<file path="src/rtl/rise_pkg.sv">
// ----------------------------------------------------------------------------
// rise_pkg: shared constants for the integer subset executor
// Opcodes, function codes, syscall codes, status and print codes, divider handshake types.
// ----------------------------------------------------------------------------
`default_nettype none
package rise_pkg;
  localparam logic [5:0] OP_RTYPE = 6'd0;
  localparam logic [5:0] OP_BEQ   = 6'd4;
  localparam logic [5:0] OP_BNE   = 6'd5;
  localparam logic [5:0] OP_ADDI  = 6'd8;
  localparam logic [5:0] OP_ORI   = 6'd13;
  localparam logic [5:0] OP_LUI   = 6'd15;
  localparam logic [5:0] OP_MUL   = 6'd28;

  localparam logic [5:0] FN_ADD  = 6'd32;
  localparam logic [5:0] FN_SUB  = 6'd34;
  localparam logic [5:0] FN_SLT  = 6'd42;
  localparam logic [5:0] FN_MFHI = 6'd16;
  localparam logic [5:0] FN_MFLO = 6'd18;
  localparam logic [5:0] FN_MULT = 6'd24;
  localparam logic [5:0] FN_DIV  = 6'd26;
  localparam logic [5:0] FN_SYSC = 6'd12;

  localparam logic [31:0] SYS_PINT  = 32'd1;
  localparam logic [31:0] SYS_PCHR  = 32'd11;
  localparam logic [31:0] SYS_EXIT  = 32'd10;

  localparam logic [2:0] ST_OK     = 3'd0;
  localparam logic [2:0] ST_EXIT   = 3'd1;
  localparam logic [2:0] ST_BRANCH = 3'd2;
  localparam logic [2:0] ST_SYSC   = 3'd3;
  localparam logic [2:0] ST_INVAL  = 3'd4;
  localparam logic [2:0] ST_END    = 3'd5;

  localparam logic [1:0] PK_NONE = 2'd0;
  localparam logic [1:0] PK_INT  = 2'd1;
  localparam logic [1:0] PK_CHR  = 2'd2;

  // Divider handshake
  typedef struct packed {
    logic start;
    logic [31:0] dividend;
    logic [31:0] divisor;
  } div_req_t;

  typedef struct packed {
    logic done;
    logic [31:0] quot;
    logic [31:0] rem;
  } div_rsp_t;
endpackage
`default_nettype wire

</file>
<file path="src/rtl/rise_div.sv">
// ----------------------------------------------------------------------------
// rise_div: signed 32-bit iterative divider
// Restoring division one quotient bit per cycle; quotient truncates to zero.
// ----------------------------------------------------------------------------
`default_nettype none
module rise_div
  import rise_pkg::*;
(
  input  wire logic     clk_i,
  input  wire logic     rst_ni,
  input  wire div_req_t req_i,
  output div_rsp_t      rsp_o
);
  logic        busy_q;
  logic [5:0]  cnt_q;
  logic [31:0] quo_q, div_q;
  logic [32:0] rem_q;
  logic        negq_q, negr_q;
  logic        done_q;
  logic [32:0] trial;
  logic [31:0] absa, absb;

  assign absa  = req_i.dividend[31] ? (32'd0 - req_i.dividend) : req_i.dividend;
  assign absb  = req_i.divisor[31] ? (32'd0 - req_i.divisor) : req_i.divisor;
  assign trial = {rem_q[31:0], quo_q[31]} - {1'b0, div_q};

  // Iterate one bit per cycle
  always_ff @(posedge clk_i or negedge rst_ni) begin
    if (!rst_ni) begin
      busy_q <= 1'b0;
      done_q <= 1'b0;
      cnt_q  <= '0;
    end else begin
      done_q <= 1'b0;
      if (req_i.start && !busy_q) begin
        busy_q <= 1'b1;
        cnt_q  <= 6'd0;
      end else if (busy_q) begin
        cnt_q <= cnt_q + 6'd1;
        if (cnt_q == 6'd31) begin
          busy_q <= 1'b0;
          done_q <= 1'b1;
        end
      end
    end
  end

  always_ff @(posedge clk_i) begin
    if (req_i.start && !busy_q) begin
      quo_q  <= absa;
      div_q  <= absb;
      rem_q  <= '0;
      negq_q <= req_i.dividend[31] ^ req_i.divisor[31];
      negr_q <= req_i.dividend[31];
    end else if (busy_q) begin
      if (!trial[32]) begin
        rem_q <= trial;
        quo_q <= {quo_q[30:0], 1'b1};
      end else begin
        rem_q <= {rem_q[31:0], quo_q[31]};
        quo_q <= {quo_q[30:0], 1'b0};
      end
    end
  end

  assign rsp_o.done = done_q;
  assign rsp_o.quot = negq_q ? (32'd0 - quo_q) : quo_q;
  assign rsp_o.rem  = negr_q ? (32'd0 - rem_q[31:0]) : rem_q[31:0];
endmodule
`default_nettype wire
</file>
<file path="config.mk">
export PLATFORM = sky130hd
export DESIGN_NAME = rise_div
export DESIGN_NICKNAME = d
export VERILOG_FILES = /design/src/rtl/rise_pkg.sv /design/src/rtl/rise_div.sv
export SDC_FILE = /design/constraint.sdc
export NUM_CORES = 1
export LEC_CHECK = 0
export BUFFER_PORTS_ARGS = -buffer_cell sky130_fd_sc_hd__buf_2
export CAP_MARGIN = 30
export CORE_MARGIN = 4
export CORE_UTILIZATION = 58
export CTS_CLUSTER_SIZE = 20
export DETAILED_ROUTE_END_ITERATION = 16
export PLACE_DENSITY = 0.81
export SYNTH_ARGS = -nofsm -noshare
export SYNTH_HDL_FRONTEND = slang
export SYNTH_SLANG_ARGS = --single-unit
</file>
<file path="constraint.sdc">
create_clock -name clk_i -period 4.59 [get_ports clk_i]
set_input_delay 1.1475 -clock clk_i [delete_from_list [all_inputs] [get_ports clk_i]]
set_output_delay 1.1475 -clock clk_i [all_outputs]
set_load 0.05 [all_outputs]
</file>
---- After elaboration in Yosys (flattened, before gate mapping) ----
Cells that the tools add are included.
storage, ports and cells
  bits in registers ....................... 106
  bits of input ports ..................... 67
  output and inout port bits .............. 65
  word-level logic and storage cells ...... 36
operators by class
  add/sub/neg operators ................... 6
  equality and inequality tests ........... 1
  multiplexer cells ....................... 16
  bitwise gates (word level) .............. 1
  reduce and logical (&&, ||, !) cells .... 3
operator list
  operator                 number
  $mux W32                 6
  $sub A1 B32 Y32 const A  4
  $sub A33 B32 Y33         1
  $mux W31                 1
  $mux W6                  2
  $mux W1                  7
  $add A6 B1 Y6 const B    1
  $eq A6 B5 Y1 const B     1
  $reduce_bool A2 Y1       1
  $logic_and A1 B1 Y1      1
  $logic_not A1 Y1         1
  $xor A1 B1 Y1            1

---- Depth between registers and ports, before layout ----
Gate-level depths: netlist of the first run.
  depth in word-level cells ............... 4
  depth in mapped cells ................... 12
  depth with buffers taken out ............ 11

---- Worst setup path after synthesis of the first run ----
Ideal clock, no wire load.
  path type ............................... register to output
  from .................................... register quo_q[9]
  to ...................................... output port rsp_o[59] (netlist name)
  arrival time ............................ 2,868 ps
  data required time ...................... 3,443 ps
  slack ................................... 574 ps
  cell stages (with the launch flop) ...... 8
  buffers on the path ..................... 0
  path through ............................ edfxtp_1 > or4_1 > nor4_1 > nand2_1 > or3_1 > or2_2 > o41ai_1 > xnor2_1
RTL lines
  item                    line            text
  start, declared         rise_div.sv:16  logic [31:0] quo_q, div_q;
  start signal, assigned  rise_div.sv:50  quo_q <= absa;
  start signal, assigned  rise_div.sv:58  quo_q <= {quo_q[30:0], 1'b1};
  start signal, assigned  rise_div.sv:61  quo_q <= {quo_q[30:0], 1'b0};
  end, declared           rise_div.sv:12  output div_rsp_t rsp_o

==> results.sh, run 1 <==
export IMPL_synth_cells=965
export IMPL_net_switching_power_mw=3.85
export IMPL_gr_total_overflow=0
export IMPL_rsz0062_at_grt="yes"
export IMPL_yosysUniqueCellTypes=69
export IMPL_track_usage_pct=24.3
export IMPL_power_switching_share_pct=52.8
export IMPL_synth_flop_cell="edfxtp_1"
export IMPL_clk_latency_ps=360
export IMPL_reg2regPathDepth=10
export IMPL_finClkSkew_ps=9.74
export IMPL_synth_area_sq_um=8340
export IMPL_placementRows=43
export IMPL_crit_slowest_cell="or4_1"
export IMPL_cts_root_buf="clkbuf_16"
export IMPL_crit_chain="inv_1 > ha_1 > nand2_1 > or3_1 > or2_2 > nand2b_1 > or4_1 > o31ai_1 > xnor2_1 > clkbuf_4"
export IMPL_first_iter_violations=566
export IMPL_wl_per_cell_um=16.0
export IMPL_routabilityCongestion=0.903
export IMPL_relSlewSlack_pct=36.8
export IMPL_dr_total_vias=7489
export IMPL_finalMaxSlewViolations=0
export IMPL_yosysSeqAreaShare_pct=33.8
export IMPL_dr_pass1_iters=5
export IMPL_place_area_sq_um=9150
export IMPL_critical_path_class="reg2out"
export IMPL_synth_nets=1070
export IMPL_final_common_cell="nand2_1"
export IMPL_die_area_sq_um=16400
export IMPL_drive_above_1_share_pct=16.6
export IMPL_arrival_ps=3280
export IMPL_cts_tree="built"
export IMPL_drt_vias_per_instance=5.93
export IMPL_clkTransAtPathRegs_ps=70
export IMPL_p_total_mw=7.29
export IMPL_hold_class="reg2reg"
export IMPL_crit_required_ps=3440
export IMPL_start_kind="flop"
export IMPL_nets=1181
export IMPL_synth_edff_count=66
export IMPL_crit_buf_inv=2
export IMPL_max_cap_viol_count=0
export IMPL_htreeDepth=3
export IMPL_crit_path_end_kind="output port"
export IMPL_worst_path_stages=10
export IMPL_path_max_fanout=6
export IMPL_synthArstFlopShare_pct=7.55
export IMPL_grt_max_degree=65
export IMPL_leakagePower_nw=3.87
export IMPL_numClockSinks=106
export IMPL_portBuffers=131
export IMPL_drc=0
export IMPL_syn_to_final_growth_pct=13.7
export IMPL_setup_viol=0
export IMPL_timing_rr_start="rem_q[18]"
export IMPL_endpoint="rsp_o[58]"
export IMPL_final_cell_mix="142 x nand2_1, 128 x buf_2, 112 x o21ai_0"
export IMPL_post_route_min_period_ps=4420
export IMPL_pwr_share_clk_pct=10.1
export IMPL_ff2ff_setup_slack_ps=960
export IMPL_post_cts_buffers=0
export IMPL_path_delay_family="simple AND/OR/NAND/NOR gates"
export IMPL_grt_pass1_vias=6810
export IMPL_peakVddDrop_mv=0.437
export IMPL_clk_path_buf_depth=2
export IMPL_fmax_mhz=226
export IMPL_finalInstanceArea_sq_um=9480
export IMPL_dpl_hpwl_mm=15.7
export IMPL_cp_slowest_stage_delay_ps=580
export IMPL_hold_violations=0
export IMPL_tightest_slew_ps=949
export IMPL_numCtsBuffers=9
export IMPL_pwr_share_seq_pct=27.6
export IMPL_startpoint="quo_q[0]"
export IMPL_tns_ps=0
export IMPL_syn_avg_cell_area_sq_um=8.64
export IMPL_p_per_area_nw_per_um2=769
export IMPL_ys_warn_count=0
export IMPL_ys_ff_latch=106
export IMPL_antenna_found_initial=1
export IMPL_pin_count=132
export IMPL_design_core_area_sq_um=14000
export IMPL_fin_crit_sh_pct=96.4
export IMPL_initial_core_util_pct=59.6
export IMPL_ant_nets=0
export IMPL_drt_wl_total_mm=20.2
export IMPL_fp_dieH_um=128
export IMPL_grt_first_pass_wirelength_mm=32.3
export IMPL_p_int_mw=3.44
export IMPL_outcome="finished, final reports clean"
export IMPL_pwr_share_comb_pct=62.3
export IMPL_r2r_end="rem_q[11]"
export IMPL_die_w_um=128
[worst register-to-register path: stages (launching register included)]
cell      delay (ps)
dfxtp_1          430
ha_1             470
and3_1           240
nand2_1           90
or4_1            560
a211oi_1         380
nor2_1           200
xnor2_2          530
buf_12           260
mux2i_1          220
o21ai_0          100
[flip-flops by register name, indices dropped and copies added, names as in the netlist]
register	flops
done_q	1
negr_q	1
busy_q	1
quo_q	32
cnt_q	6
div_q	32
negq_q	1
rem_q	32
[repair_timing]
action / 4_1_cts / 5_1_grt
endpoints found under the setup margin: 6 / 12
gates resized for setup: 2 / 9
gates cloned: 0 / 0
hold buffers: 0 / 0
[layout make-up]
| type | count | area, sq um |
|---|---|---|
| antenna | 1 | 2.50 |
| clock buffer | 11 | 233 |
| clock inverter | 5 | 38.8 |
| fill | 1129 | 4510 |
| inverter | 51 | 191 |
| multi-input combinational | 767 | 5220 |
| sequential | 106 | 2820 |
| tap | 180 | 225 |
| timing repair buffer | 141 | 751 |
[worst min path at each step]
stage | startpoint | endpoint | slack (ps) | depth (start not counted)
3_3_place_gp | cnt_q[5] | cnt_q[5] | 470 | 1
4_1_cts | cnt_q[5] | cnt_q[5] | 490 | 1
2_1_floorplan | cnt_q[5] | cnt_q[5] | 450 | 1
5_1_grt | cnt_q[5] | cnt_q[5] | 530 | 1
3_5_place_dp | cnt_q[5] | cnt_q[5] | 470 | 1
6_report | cnt_q[5] | cnt_q[5] | 500 | 1
[logic make-up after synthesis]
kind of cell	synth area share [%]
simple gates	17.0
compound gates	20.6
xor+xnor	15.7
flops	33.8
buf+inv	4.31
fa+ha+maj	5.79
mux	2.64
[cell usage after synthesis (22+ instances only)]
cell type	instances	share of area [%]
a21oi_1	34	2.0
clkbuf_1	32	1.4
dfxtp_1	32	7.7
edfxtp_1	66	24
ha_1	37	5.6
inv_1	51	2.3
mux2i_1	22	2.6
nand2_1	143	6.4
nor2_1	33	1.5
o21ai_0	112	6.7
o31ai_1	34	3.1
xnor2_1	102	11
xor2_1	46	4.8
[power groups by stage]
stage | logic, mW | clock network [mW] | registers (mW)
after floorplan | 3.58 | 0 | 1.81
after global placement | 4.43 | 0 | 1.97
after detailed placement | 4.50 | 0 | 1.99
after CTS | 4.52 | 0.743 | 1.97
after global routing | 4.92 | 0.784 | 2.07
final | 4.54 | 0.733 | 2.01
[metrics by stage]
step | hold WS [ps] | setup WS, ps | util (%) | instances
detailed placement | 474 | 276 | 65.4 | 1245
finish | 496 | 166 | 67.8 | 1262
global route | 527 | -12.7 | 67.8 | 1262
CTS | 491 | 40.4 | 67.4 | 1261
floorplan | 446 | 574 | - | 965
global placement | 472 | 403 | 65.4 | 1245
[layer usage]
| metal | share of wire (%) | up-vias | GRT usage, % |
|---|---|---|---|
| li1 | - | 3735 | - |
| met1 | 44 | 3454 | 31.9 |
| met2 | 47 | 262 | 40.3 |
| met3 | 6.5 | 38 | 4.54 |
| met4 | 2.5 | 0 | 8.30 |
| met5 | 0 | - | 0 |
No activity file was read; power rests on OpenSTA's default activity.
==> run 2, diff against run 1 <==
--- a/config.mk
+++ b/config.mk
@@ -12,6 +12,7 @@
 export CTS_CLUSTER_SIZE = 20
 export DETAILED_ROUTE_END_ITERATION = 16
 export PLACE_DENSITY = 0.81
+export REMOVE_ABC_BUFFERS = 1
 export SYNTH_ARGS = -nofsm -noshare
 export SYNTH_HDL_FRONTEND = slang
 export SYNTH_SLANG_ARGS = --single-unit
==> constraint.sdc (replaced) <==
create_clock -name clk_i -period 4.59 [get_ports clk_i]
set_input_delay 1.1475 -clock clk_i [delete_from_list [all_inputs] [get_ports clk_i]]
set_output_delay 1.1475 -clock clk_i [all_outputs]
set_load 0.02 [all_outputs]
==> results.sh, run 2 (same netlist as run 1, synthesis figures left out) <==
export IMPL_dr_pass1_iters=4
export IMPL_min_delay_start="cnt_q[5]"
export IMPL_grt_first_pass_wirelength_mm=32.6
export IMPL_nets=1182
export IMPL_finClkSkew_ps=7.06
export IMPL_first_iter_violations=615
export IMPL_wl_per_cell_um=15.9
export IMPL_nFillCells=1163
export IMPL_clkTransAtPathRegs_ps=70
export IMPL_clk_path_buf_depth=2
export IMPL_setup_viol=0
export IMPL_outcome="finished, final reports clean"
export IMPL_relSlewSlack_pct=36.2
export IMPL_fmax_mhz=228
export IMPL_p_per_area_nw_per_um2=683
export IMPL_fp_dieH_um=128
export IMPL_track_usage_pct=24.4
export IMPL_reg_largest_list="div_q: 32 flops, quo_q: 32 flops, rem_q: 32 flops"
export IMPL_ant_nets=0
export IMPL_post_route_min_period_ps=4400
export IMPL_hold_class="reg2reg"
export IMPL_max_cap_viol_count=0
export IMPL_crit_path_end_kind="output port"
export IMPL_final_cell_mix="142 x nand2_1, 131 x buf_2, 112 x o21ai_0"
export IMPL_hold_violations=0
export IMPL_cts_root_buf="clkbuf_16"
export IMPL_p_total_mw=6.44
export IMPL_drive_above_1_share_pct=16.4
export IMPL_antenna_found_initial=5
export IMPL_multiInputGateArea_sq_um=5190
export IMPL_reg2regPathDepth=10
export IMPL_fin_crit_sh_pct=95.8
export IMPL_die_w_um=128
export IMPL_htreeDepth=3
export IMPL_arrival_ps=3250
export IMPL_grt_pass1_vias=6974
export IMPL_pin_count=132
export IMPL_ff2ff_setup_slack_ps=1110
export IMPL_die_area_sq_um=16400
export IMPL_drt_wl_total_mm=20.1
export IMPL_tightest_slew_ps=957
export IMPL_crit_required_ps=3440
export IMPL_clk_latency_ps=350
export IMPL_dr_total_vias=7447
export IMPL_placementRows=43
export IMPL_dpl_hpwl_mm=15.5
export IMPL_start_kind="flop"
export IMPL_timing_rr_start="rem_q[17]"
export IMPL_finalInstanceArea_sq_um=9440
export IMPL_place_area_sq_um=9140
export IMPL_place_inst=1246
export IMPL_drt_vias_per_instance=5.90
export IMPL_path_max_fanout=4
export IMPL_peakVddDrop_mv=0.285
export IMPL_seq_area_sq_um=2820
export IMPL_r2r_end="rem_q[23]"
export IMPL_initial_core_util_pct=59.6
export IMPL_startpoint="quo_q[9]"
export IMPL_grt_max_degree=41
export IMPL_finalMaxSlewViolations=0
export IMPL_syn_to_final_growth_pct=13.2
export IMPL_hold_end="cnt_q[5]"
export IMPL_critical_path_class="reg2out"
export IMPL_drc=0
export IMPL_final_common_cell="nand2_1"
export IMPL_portBuffers=131
export IMPL_leakagePower_nw=3.86
export IMPL_post_cts_buffers=0
export IMPL_numCtsBuffers=9
export IMPL_gr_total_overflow=0
export IMPL_tns_ps=0
export IMPL_stdcell_count=1263
export IMPL_numClockSinks=106
export IMPL_routabilityCongestion=0.914
export IMPL_cts_tree="built"
export IMPL_hold_depth=1
export IMPL_design_core_area_sq_um=14000
==> run 2: changes by cell type in the layout (fill, tap and decap cells not counted), moves of 2 or more <==
cell / delta
clkbuf_4: -3
buf_2: +3
buf_4: +2
inv_6: -2
nor4_4: -2
==> run 2: cell type report <==
cell class              instances  area share [%]
inverters                      51            2.03
well taps                     180            2.39
clock inverters                 4           0.278
flip-flops and latches        106            29.9
multi-input cells             767            55.0
clock buffers                  12            2.61
diodes                          1          0.0265
repair buffers                142            7.82
==> run 2: power breakdown <==
group / switching [mW] / internal, mW / total [mW] / leakage, nW
registers: 0.534 / 1.46 / 1.99 / 1.02
logic: 2.16 / 1.56 / 3.72 / 2.71
clock network: 0.349 / 0.384 / 0.733 / 0.135
total: 3.04 / 3.40 / 6.44 / 3.86
==> run 2: worst max path at each step <==
stage	to	slack, ps	cells after the start
5_1_grt	rsp_o[59]	-20	8
2_1_floorplan	div_q[29]	750	8
4_1_cts	rsp_o[59]	80	8
3_3_place_gp	div_q[29]	550	9
3_5_place_dp	rsp_o[59]	490	8
6_report	rsp_o[59]	190	8
==> run 2: routing by layer <==
layer | GRT usage, % | wire, um | share of wire [%]
met1 | 31.4 | 8760 | 44
met2 | 41.2 | 9400 | 47
met3 | 4.21 | 1390 | 6.9
met4 | 8.86 | 485 | 2.4
met5 | 0 | 53 | 0.26
==> run 2: timing repair <==
action                     in CTS  in global routing
setup endpoints to repair       0                  5
resized for setup               0                  4
hold buffers                    0                  0
==> run 2: stage by stage <==
step	worst slack [ps]	hold slack, ps	util [%]
floorplan	747	446	-
global placement	550	462	65.3
detailed placement	489	483	65.3
CTS	84.2	491	67.3
global route	-15.3	534	67.5
finish	195	487	67.5
==> run 2: critical path: stages, from the launching register on <==
cell      delay [ps]
edfxtp_1         440
or4_1            610
nor4_2           290
nand2_1          180
or3_1            360
or2_2            330
o41ai_1          340
xnor2_1          160
buf_2            180
==> run 3, diff against run 2 <==
--- a/config.mk
+++ b/config.mk
@@ -5,12 +5,12 @@
 export SDC_FILE = /design/constraint.sdc
 export NUM_CORES = 1
 export LEC_CHECK = 0
-export BUFFER_PORTS_ARGS = -buffer_cell sky130_fd_sc_hd__buf_2
 export CAP_MARGIN = 30
 export CORE_MARGIN = 4
-export CORE_UTILIZATION = 58
+export CORE_UTILIZATION = 65
 export CTS_CLUSTER_SIZE = 20
 export DETAILED_ROUTE_END_ITERATION = 16
+export DONT_BUFFER_PORTS = 1
 export PLACE_DENSITY = 0.81
 export REMOVE_ABC_BUFFERS = 1
 export SYNTH_ARGS = -nofsm -noshare
==> constraint.sdc (replaced) <==
create_clock -name clk_i -period 4.59 [get_ports clk_i]
set_input_delay 1.1475 -clock clk_i [delete_from_list [all_inputs] [get_ports clk_i]]
set_output_delay 1.1475 -clock clk_i [all_outputs]
set_load 0.1 [all_outputs]
==> results.sh, run 3 (same netlist as run 1, synthesis figures left out) <==
export IMPL_numCtsBuffers=9
export IMPL_clk_path_buf_depth=2
export IMPL_diodes=0
export IMPL_grt_max_degree=66
export IMPL_die_w_um=121
export IMPL_drt_vias_per_instance=6.15
export IMPL_tightest_slew_ps=1060
export IMPL_track_usage_pct=28.0
export IMPL_crit_buf_inv=1
export IMPL_final_common_cell="nand2_1"
export IMPL_nFillCells=827
export IMPL_setup_viol=0
export IMPL_finalMaxSlewViolations=0
export IMPL_clk_latency_ps=360
export IMPL_arrival_ps=3320
export IMPL_drt_wl_total_mm=20.0
export IMPL_wl_per_cell_um=16.7
export IMPL_holdWs_ps=481
export IMPL_dr_total_vias=7345
export IMPL_syn_to_final_growth_pct=19.9
export IMPL_crit_slowest_cell="or4_1"
export IMPL_fin_crit_sh_pct=97.4
export IMPL_seq_area_sq_um=2820
export IMPL_final_cell_mix="142 x nand2_1, 109 x o21ai_0, 70 x buf_4"
export IMPL_post_route_min_period_ps=4470
export IMPL_cp_slowest_stage_delay_ps=600
export IMPL_crit_chain="or4_1 > nor4_1 > nand2b_1 > or3_1 > or2_2 > o41ai_4 > xnor2_2 > buf_12"
export IMPL_dpl_hpwl_mm=15.2
export IMPL_drc=0
export IMPL_fmax_mhz=224
export IMPL_critical_path_class="reg2out"
export IMPL_max_cap_viol_count=0
export IMPL_finClkSkew_ps=7.49
export IMPL_grt_pass1_vias=6929
export IMPL_routabilityCongestion=0.969
export IMPL_start_kind="flop"
export IMPL_placementRows=41
export IMPL_ant_nets=0
export IMPL_crit_required_ps=3440
export IMPL_multiInputGateArea_sq_um=5680
export IMPL_crit_path_end_kind="output port"
export IMPL_numClockSinks=106
export IMPL_portBuffers=0
export IMPL_gr_total_overflow=0
export IMPL_startpoint="quo_q[16]"
export IMPL_cts_tree="built"
export IMPL_fp_dieH_um=121
export IMPL_antenna_found_initial=0
export IMPL_die_area_sq_um=14700
export IMPL_timing_rr_start="quo_q[31]"
export IMPL_final_core_util_pct=79.6
export IMPL_initial_core_util_pct=66.4
export IMPL_pin_count=132
export IMPL_reg_largest_list="div_q: 32 flops, quo_q: 32 flops, rem_q: 32 flops"
export IMPL_htreeDepth=3
export IMPL_design_core_area_sq_um=12600
export IMPL_relSlewSlack_pct=29.5
export IMPL_hold_violations=0
export IMPL_clkTransAtPathRegs_ps=70
export IMPL_hold_class="in2async"
export IMPL_first_iter_violations=556
export IMPL_dr_pass1_iters=6
export IMPL_place_inst=1175
export IMPL_path_max_fanout=4
export IMPL_cts_root_buf="clkbuf_16"
export IMPL_grt_first_pass_wirelength_mm=33.2
export IMPL_nets=1122
export IMPL_drive_above_1_share_pct=18.1
export IMPL_outcome="finished, final reports clean"
export IMPL_stdcell_count=1194
export IMPL_path_delay_family="simple AND/OR/NAND/NOR gates"
run 3: cell type report:
| type | instances | share of cell area [%] |
|---|---|---|
| well taps | 172 | 2.15 |
| inverters | 51 | 1.91 |
| multi-input cells | 767 | 56.8 |
| repair buffers | 82 | 7.68 |
| clock buffers | 9 | 2.25 |
| flip-flops and latches | 106 | 28.2 |
| clock inverters | 7 | 1.00 |
run 3: final timing paths:
path,endpoint,slack (ps),depth (start not counted)
max in group asynchronous,cnt_q[2],4040,0
max,rsp_o[59],120,8
min,done_q,480,0
max reg2reg,rem_q[29],1120,12
min in group clk_i,cnt_q[5],510,1
min reg2reg,cnt_q[5],510,1
run 3: stage by stage:
step,setup TNS [ps],instance area (sq um),setup WS (ps)
after floorplan,-1370,8170,-186
after global placement,0,9550,504
after detailed placement,0,9600,291
after CTS,0,9930,56.9
after global routing,-8.21,10000,-8.21
final,0,10000,118
run 3: worst register-to-register path, stage by stage, from the launching register on:
cell      delay, ps
edfxtp_1        420
inv_1            80
ha_1            240
fa_1            400
nand2b_1        200
a21o_1          210
a21o_1          210
a211oi_1        380
nor2_1          190
xnor2_2         190
buf_4           380
nand2_1         250
o221ai_1        240
run 3: metal layers:
layer | up-vias | part of all wire, % | track usage, %
met5 | - | 0 | 0
met4 | 0 | 2.1 | 7.91
met3 | 32 | 10 | 8.02
met2 | 309 | 48 | 46.9
met1 | 3393 | 40 | 35.4
li1 | 3611 | - | -
run 3: repair_timing:
item,in CTS,in global routing
hold buffers,0,0
gates cloned,0,0
endpoints found under the setup margin,1,9
gates resized for setup,1,8
buffers inserted,0,3
pin swaps,0,0
Power of run 3 is left out: the tool's default activity adds up to more than one toggle a clock period on the data nets, which glitch-free logic cannot reach.
